### src/hdl/linear_probe_hash_set_macros.svh
// Assertion macros shared by the hash set RTL
`ifndef LINEAR_PROBE_HASH_SET_MACROS_SVH
`define LINEAR_PROBE_HASH_SET_MACROS_SVH

`ifndef SYNTHESIS
// Same-cycle implication, disabled in reset
`define LPHS_ASSERT_NOW(label, clk, rst_n, ante, cons, msg) \
    label: assert property (@(posedge clk) disable iff (!rst_n) (ante) |-> (cons)) \
        else $error(msg);
// Next-cycle implication, disabled in reset
`define LPHS_ASSERT_NEXT(label, clk, rst_n, ante, cons, msg) \
    label: assert property (@(posedge clk) disable iff (!rst_n) (ante) |=> (cons)) \
        else $error(msg);
`else
`define LPHS_ASSERT_NOW(label, clk, rst_n, ante, cons, msg)
`define LPHS_ASSERT_NEXT(label, clk, rst_n, ante, cons, msg)
`endif

`endif

### src/hdl/lphs_pkg.sv
// Types, constants and codes shared by the hash set modules
`timescale 1ns / 1ps
`default_nettype none

package lphs_pkg;

    localparam int KEY_FIELD_W    = 32;
    localparam int CNT_W          = 10;
    localparam int CNT_MAX        = 1023;
    localparam int DEF_TABLE_SIZE = 1024;
    localparam int DEF_KEY_WIDTH  = 32;
    localparam int FILL_NUM       = 17;
    localparam int FILL_DEN       = 20;

    typedef enum logic [1:0] {
        OP_MEMBER = 2'd0,
        OP_INSERT = 2'd1,
        OP_DELETE = 2'd2,
        OP_CLEAR  = 2'd3
    } lphs_op_t;

    typedef enum logic [1:0] {
        ST_DONE     = 2'd0,
        ST_FULL     = 2'd1,
        ST_ZERO_KEY = 2'd2
    } lphs_status_t;

    typedef struct packed {
        lphs_op_t                op;
        logic [KEY_FIELD_W-1:0]  key;
    } lphs_req_t;

    typedef struct packed {
        logic                    found;
        lphs_status_t            status;
        logic [CNT_W-1:0]        entry_count;
    } lphs_rsp_t;

    // Controller to datapath
    typedef struct packed {
        logic load_req;      // latch request, start probe at home slot
        logic rd_probe;      // read slot at probe index
        logic rd_scan;       // read slot at scan index
        logic probe_adv;     // step probe index
        logic probe_hit;     // key found at probe index
        logic probe_empty;   // empty slot at probe index
        logic wr_key_pos;    // store key at found empty slot
        logic wr_zero_pos;   // empty the deleted slot, start cluster scan
        logic wr_zero_scan;  // lift entry out of cluster for re-placing
        logic wr_mv_idx;     // re-place lifted entry
        logic scan_adv;      // step scan index
        logic wr_zero_clr;   // clearing sweep write
        logic count_zero;
        logic set_full;
        logic set_zero_key;
        logic rsp_load;
    } lphs_cmd_t;

    // Datapath to controller
    typedef struct packed {
        lphs_op_t op;
        logic     key_zero;
        logic     found;
        logic     pos_ok;
        logic     rd_zero;
        logic     hit_key;
        logic     hit_mv;
        logic     probe_last;
        logic     at_limit;
        logic     scan_end;
        logic     clr_last;
    } lphs_stat_t;

endpackage

`default_nettype wire

### src/hdl/lphs_ctrl.sv
// Request sequencer: probe, insert, delete with cluster re-placing, clearing sweep
`timescale 1ns / 1ps
`default_nettype none
`include "linear_probe_hash_set_macros.svh"

module lphs_ctrl
    import lphs_pkg::*;
(
    input  wire logic        clk,
    input  wire logic        rst_n,
    input  wire logic        req_valid,
    input  wire lphs_stat_t  stat,
    input  wire logic        rsp_free,
    output logic             req_ready,
    output lphs_cmd_t        cmd
);

    typedef enum logic [3:0] {
        S_INIT_CLR,
        S_IDLE,
        S_PRB_RD,
        S_PRB_CMP,
        S_ACT,
        S_SCN_RD,
        S_SCN_CMP,
        S_RP_RD,
        S_RP_CMP,
        S_OP_CLR,
        S_RESP
    } state_t;

    state_t state_reg, state_next;

    always_comb
    begin
        state_next = state_reg;
        cmd        = '0;
        req_ready  = 1'b0;
        case (state_reg)
            S_INIT_CLR:
            begin
                cmd.wr_zero_clr = 1'b1;
                if (stat.clr_last)
                    state_next = S_IDLE;
            end
            S_IDLE:
            begin
                req_ready = 1'b1;
                if (req_valid)
                begin
                    cmd.load_req = 1'b1;
                    state_next   = S_PRB_RD;
                end
            end
            S_PRB_RD:
            begin
                // zero key never probes
                if (stat.key_zero)
                    state_next = S_ACT;
                else
                begin
                    cmd.rd_probe = 1'b1;
                    state_next   = S_PRB_CMP;
                end
            end
            S_PRB_CMP:
            begin
                if (stat.rd_zero)
                begin
                    cmd.probe_empty = 1'b1;
                    state_next      = S_ACT;
                end
                else if (stat.hit_key)
                begin
                    cmd.probe_hit = 1'b1;
                    state_next    = S_ACT;
                end
                else if (stat.probe_last)
                    state_next = S_ACT;
                else
                begin
                    cmd.probe_adv = 1'b1;
                    state_next    = S_PRB_RD;
                end
            end
            S_ACT:
            begin
                state_next = S_RESP;
                case (stat.op)
                    OP_INSERT:
                    begin
                        if (stat.key_zero)
                            cmd.set_zero_key = 1'b1;
                        else if (!stat.found)
                        begin
                            if (stat.at_limit || !stat.pos_ok)
                                cmd.set_full = 1'b1;
                            else
                                cmd.wr_key_pos = 1'b1;
                        end
                    end
                    OP_DELETE:
                    begin
                        if (stat.found)
                        begin
                            cmd.wr_zero_pos = 1'b1;
                            state_next      = S_SCN_RD;
                        end
                    end
                    OP_CLEAR:
                        state_next = S_OP_CLR;
                    default:
                        state_next = S_RESP;
                endcase
            end
            S_SCN_RD:
            begin
                if (stat.scan_end)
                    state_next = S_RESP;
                else
                begin
                    cmd.rd_scan = 1'b1;
                    state_next  = S_SCN_CMP;
                end
            end
            S_SCN_CMP:
            begin
                // an empty slot closes the cluster
                if (stat.rd_zero)
                    state_next = S_RESP;
                else
                begin
                    cmd.wr_zero_scan = 1'b1;
                    state_next       = S_RP_RD;
                end
            end
            S_RP_RD:
            begin
                cmd.rd_probe = 1'b1;
                state_next   = S_RP_CMP;
            end
            S_RP_CMP:
            begin
                if (stat.rd_zero)
                begin
                    cmd.wr_mv_idx = 1'b1;
                    cmd.scan_adv  = 1'b1;
                    state_next    = S_SCN_RD;
                end
                else if (stat.hit_mv || stat.probe_last)
                begin
                    cmd.scan_adv = 1'b1;
                    state_next   = S_SCN_RD;
                end
                else
                begin
                    cmd.probe_adv = 1'b1;
                    state_next    = S_RP_RD;
                end
            end
            S_OP_CLR:
            begin
                cmd.wr_zero_clr = 1'b1;
                if (stat.clr_last)
                begin
                    cmd.count_zero = 1'b1;
                    state_next     = S_RESP;
                end
            end
            S_RESP:
            begin
                // hold until the result register is free
                if (rsp_free)
                begin
                    cmd.rsp_load = 1'b1;
                    state_next   = S_IDLE;
                end
            end
            default:
                state_next = S_IDLE;
        endcase
    end

    always_ff @(posedge clk or negedge rst_n)
    begin
        if (!rst_n)
            state_reg <= S_INIT_CLR;
        else
            state_reg <= state_next;
    end

    `LPHS_ASSERT_NOW(a_full_reason, clk, rst_n, cmd.set_full, stat.at_limit || !stat.pos_ok, "full refusal without cause")
    `LPHS_ASSERT_NOW(a_load_free, clk, rst_n, cmd.rsp_load, rsp_free, "result loaded over a pending one")

endmodule

`default_nettype wire

### config.mk
export PLATFORM = sky130hd
export DESIGN_NAME = lphs_ctrl
export DESIGN_NICKNAME = d
export VERILOG_FILES = /design/src/hdl/lphs_pkg.sv /design/src/hdl/lphs_ctrl.sv
export VERILOG_INCLUDE_DIRS = /design/src /design/src/hdl
export SDC_FILE = /design/constraint.sdc
export NUM_CORES = 1
export LEC_CHECK = 0
export ABC_CLOCK_PERIOD_IN_PS = 3300
export BUFFER_PORTS_ARGS = -buffer_cell sky130_fd_sc_hd__clkbuf_2
export CORE_UTILIZATION = 40
export DETAILED_ROUTE_END_ITERATION = 6
export PLACE_DENSITY = 0.71
export SLEW_MARGIN = 20
export SYNTH_ARGS = -nofsm -noshare
export SYNTH_HDL_FRONTEND = slang
export SYNTH_SLANG_ARGS = --single-unit
export TNS_END_PERCENT = 100
### constraint.sdc
create_clock -name clk -period 3.3 [get_ports clk]
set_input_delay 0.495 -clock clk [delete_from_list [all_inputs] [get_ports clk]]
set_output_delay 0.495 -clock clk [all_outputs]
set_load 0.1 [all_outputs]
* Word-level counts from Yosys, hierarchy flattened *
Cells that the tools add are included.

word-level totals
  flip-flop bits (word level) = 4
  bits of input ports = 16
  output and inout bits = 17

operators by class
  equal/unequal tests = 17
  mux-type cells = 54
  reductions and logical operators = 6

operator list
  operator              count
  $pmux W4 S11          1
  $mux W4               10
  $mux W1               31
  $eq A4 B3 Y1 const B  4
  $mux W2               7
  $eq A4 B4 Y1 const B  3
  $eq A4 B2 Y1 const B  2
  $ne A2 B2 Y1 const B  4
  $pmux W4 S2           1
  $mux W3               2
  $eq A2 B2 Y1 const B  2
  $eq A4 B1 Y1 const B  1
  $logic_not A4 Y1      1
  $pmux W1 S2           2
  $reduce_and A4 Y1     1
  $eq A2 B1 Y1 const B  1
  $logic_or A1 B1 Y1    2
  $reduce_or A2 Y1      1
  $logic_not A1 Y1      1

* Depth between registers and ports, before layout *
  depth in word-level cells = 7
  depth in mapped cells = 6

* Worst setup path after synthesis *
OpenSTA, ideal clock, no wires.

  path type = flip-flop to output port
  start = reg state_reg[2]
  end = out cmd[15] in the netlist's numbering
  arrival = 3.711 ns
  data required time = 2.805 ns
  setup slack = -0.906 ns
  cell stages (with the launch flop) = 4
  path buffers = 1
  cell sequence = dfrtp_1 > clkbuf_1 > nor3_1 > and2_1

RTL lines
  what                      RTL line          text
  start: declaration        lphs_ctrl.sv:32   state_t state_reg, state_next;
  start signal: assignment  lphs_ctrl.sv:189  state_reg <= state_next;
  end: declaration          lphs_ctrl.sv:15   output lphs_cmd_t cmd

==> metrics.csv <==
metric,value,unit
outcome,"complete, no violations",
"Cell Chain, Critical Path",or4b_4 -> o22ai_2 -> clkbuf_2,
prevailing post-synth register cell,dfrtp_1,
worst rel slew slack,0.610,
share of power burned in combinational logic,0.747,
max frequency,379,MHz
Slew @ Worst Pin,0.586,ns
row count,13,
"Power, Total",782,uW
gr ovfl total,0,
Reg power frac,0.177,
critical path's largest stage delay,0.64,ns
"EDFF count, synth",0,
share of cells above drive strength 1,0.432,
slowest CP cell,or4b_4,
internal power,269,uW
Synth Warn #,0,
largest net degree at the start of global routing,20,
hold_buf cts,0,
Reg2Reg Launch Point,state_reg[1]$_DFFE_PN0P_,
async set-or-reset flop fraction in the synthesized netlist,1.00,
DR vias,699,
crit start category,register,
Initial Util,0.440,
R2R cell count,3,
Post-CTS Setup Bufs,0,
most common cell in the synthesized netlist,nor2_1,
PwrDens,966,nW/um2
setup TNS,0,ns
final setup vio count,0,
Die H,40.1,um
Worst EP arrival,2.14,ns
Synth area leader,dfrtp_1,
last weighted congestion value of the routability-driven placer,0.787,
Yosys top cell area share,0.173,
Yosys cell types,38,
sequential fraction of the synthesis area,0.173,
# H-tree levels,1,
CORE AREA,1320,um2
Clk network pwr share,0.076,
fin crit period,2.64,ns
maxcap violations,0,
post-DP HPWL,1230,um
Placed Cells incl. Taps,123,
Final period util,0.800,
Syn-to-layout area delta,39.7,%
Leakage,0.368,nW
Tot GR Track Use,0.221,
Critical Path RT,2.80,ns
ANT nets after route,0,
die area,1600,um2
final hold vios,0,
clk_lat worst skew,0.23,ns
DR vias/cell,5.55,
post-layout util,0.614,
Routed WL per cell,12.2,um
Area contributors post-synth,"dfrtp_1 (17%), nor3_1 (6.0%), nor2_1 (5.2%)",
Max rail drop VDD,550,uV
synth cell count leaders,"nor2_1 (8), nor3_1 (7), inv_1 (6)",
number of flip-flops in the largest register,4,
Hold WS,0.0628,ns
kind of critical path,reg -> out,
Iter 0 DRT Violations,8,
TritonCTS clock tree,yes,
WL final,1540,um
die width,40.1,um
I/O pins,33,
clk_skew,0.00506,ns
Clock Tree Buf Depth,2,
CP Capture Type,output pin,
Num CTS Buffers,3,
Post-CTS Resized,0,
initial antenna violation count,0,
Nets,129,
Yosys reg bits,4,
switching share of power,0.655,
Syn Nets,96,
CTS sink cnt,4,
unrepaired setup endpoints after global routing,false,
count of pins over their slew limit,0,
Post-Syn Area,579,um2
first drt pass iteration count,4,
# diodes,0,
Port-buffer cells,32,
Worst Setup SP,state_reg[1]$_DFFE_PN0P_,
Crit Reg-Reg Endpoint,state_reg[2]$_DFFE_PN0P_,
Cells after Synth,80,
switching power,512,uW
"Avg Cell Area, Syn",7.24,um2
Clock transition at path regs,0.04,ns
CTS root buf,clkbuf_4,
crit path max fanout,19,
first-pass GRT wire length,2380,um
DRC viols,0,
vias in the first global route,566,
Non-Filler Instances,126,
"setup slack, reg-to-reg",1.51,ns
worst min-delay path class,in -> async,
worst path bufs/invs,1,
Top delay family on crit path,simple AND/OR/NAND/NOR gates,
[through the flow]
step           area (um2)  setup slack, ns
6_report              810            0.661
5_1_grt               810            0.543
3_5_place_dp          787            0.925
4_1_cts               810            0.676
3_3_place_gp          787            0.937
2_1_floorplan         628          -0.0216
[cells by family after synthesis]
kind of cell | share of synthesized area
AOI/OAI and AO/OA | 0.214
xor gates and xnor gates | 0.0151
buffers and inverters | 0.0993
DFF | 0.173
muxes | 0.0346
and+or+nand+nor | 0.464
[worst reg2reg max path, stage by stage, from the launching register on]
cell      delay [ns]
dfrtp_1         0.70
nand2b_1        0.32
nor3_1          0.10
or4_1           0.54
[layer usage]
layer | routed length, um | share of wire | global-route usage | vias up
met5 | 0 | 0 | 0 | -
li1 | - | - | - | 366
met2 | 768 | 0.50 | 0.351 | 21
met1 | 699 | 0.46 | 0.291 | 312
met4 | 0 | 0 | 0.0948 | 0
met3 | 68 | 0.044 | 0.0389 | 0
[cells in the final DEF (no fill, tap or decap), drive strengths merged, types with 2 or more instances in the layout]
cell,synthesis,routed
inv,6,6
buf,3,2
or3,3,3
dfrtp,4,4
nor3,7,7
o21ai,5,5
a21oi,3,3
nor2b,4,4
a211oi,2,2
clkbuf,3,35
mux2i,2,2
nor4,3,3
nor3b,4,4
nand2b,3,3
nor2,8,8
[power groups by stage]
stage               Sequential, mW  Clock, mW  Combinational [mW]
detailed placement           0.137          0               0.586
global route                 0.147     0.0646               0.626
floorplan                   0.0853          0               0.559
CTS                          0.136     0.0621               0.587
global placement             0.137          0               0.585
finish                       0.139     0.0591               0.584
[worst max-delay path by stage]
stage / endpoint / slack, ns / cells after the start
floorplan: cmd[15] / -0.02 / 3
global placement: cmd[12] / 0.94 / 3
detailed placement: cmd[12] / 0.92 / 3
CTS: cmd[12] / 0.68 / 3
global route: cmd[9] / 0.54 / 4
finish: cmd[12] / 0.66 / 3
[final cells by class]
class / count / area [um2]
inverter: 6 / 22.5
clock buffer: 3 / 22.5
fill: 119 / 508
timing repair buffer: 34 / 175
sequential: 4 / 100
multi-input combinational: 64 / 470
tap: 15 / 18.8
Note: power is estimated with default switching activity, not from simulation.
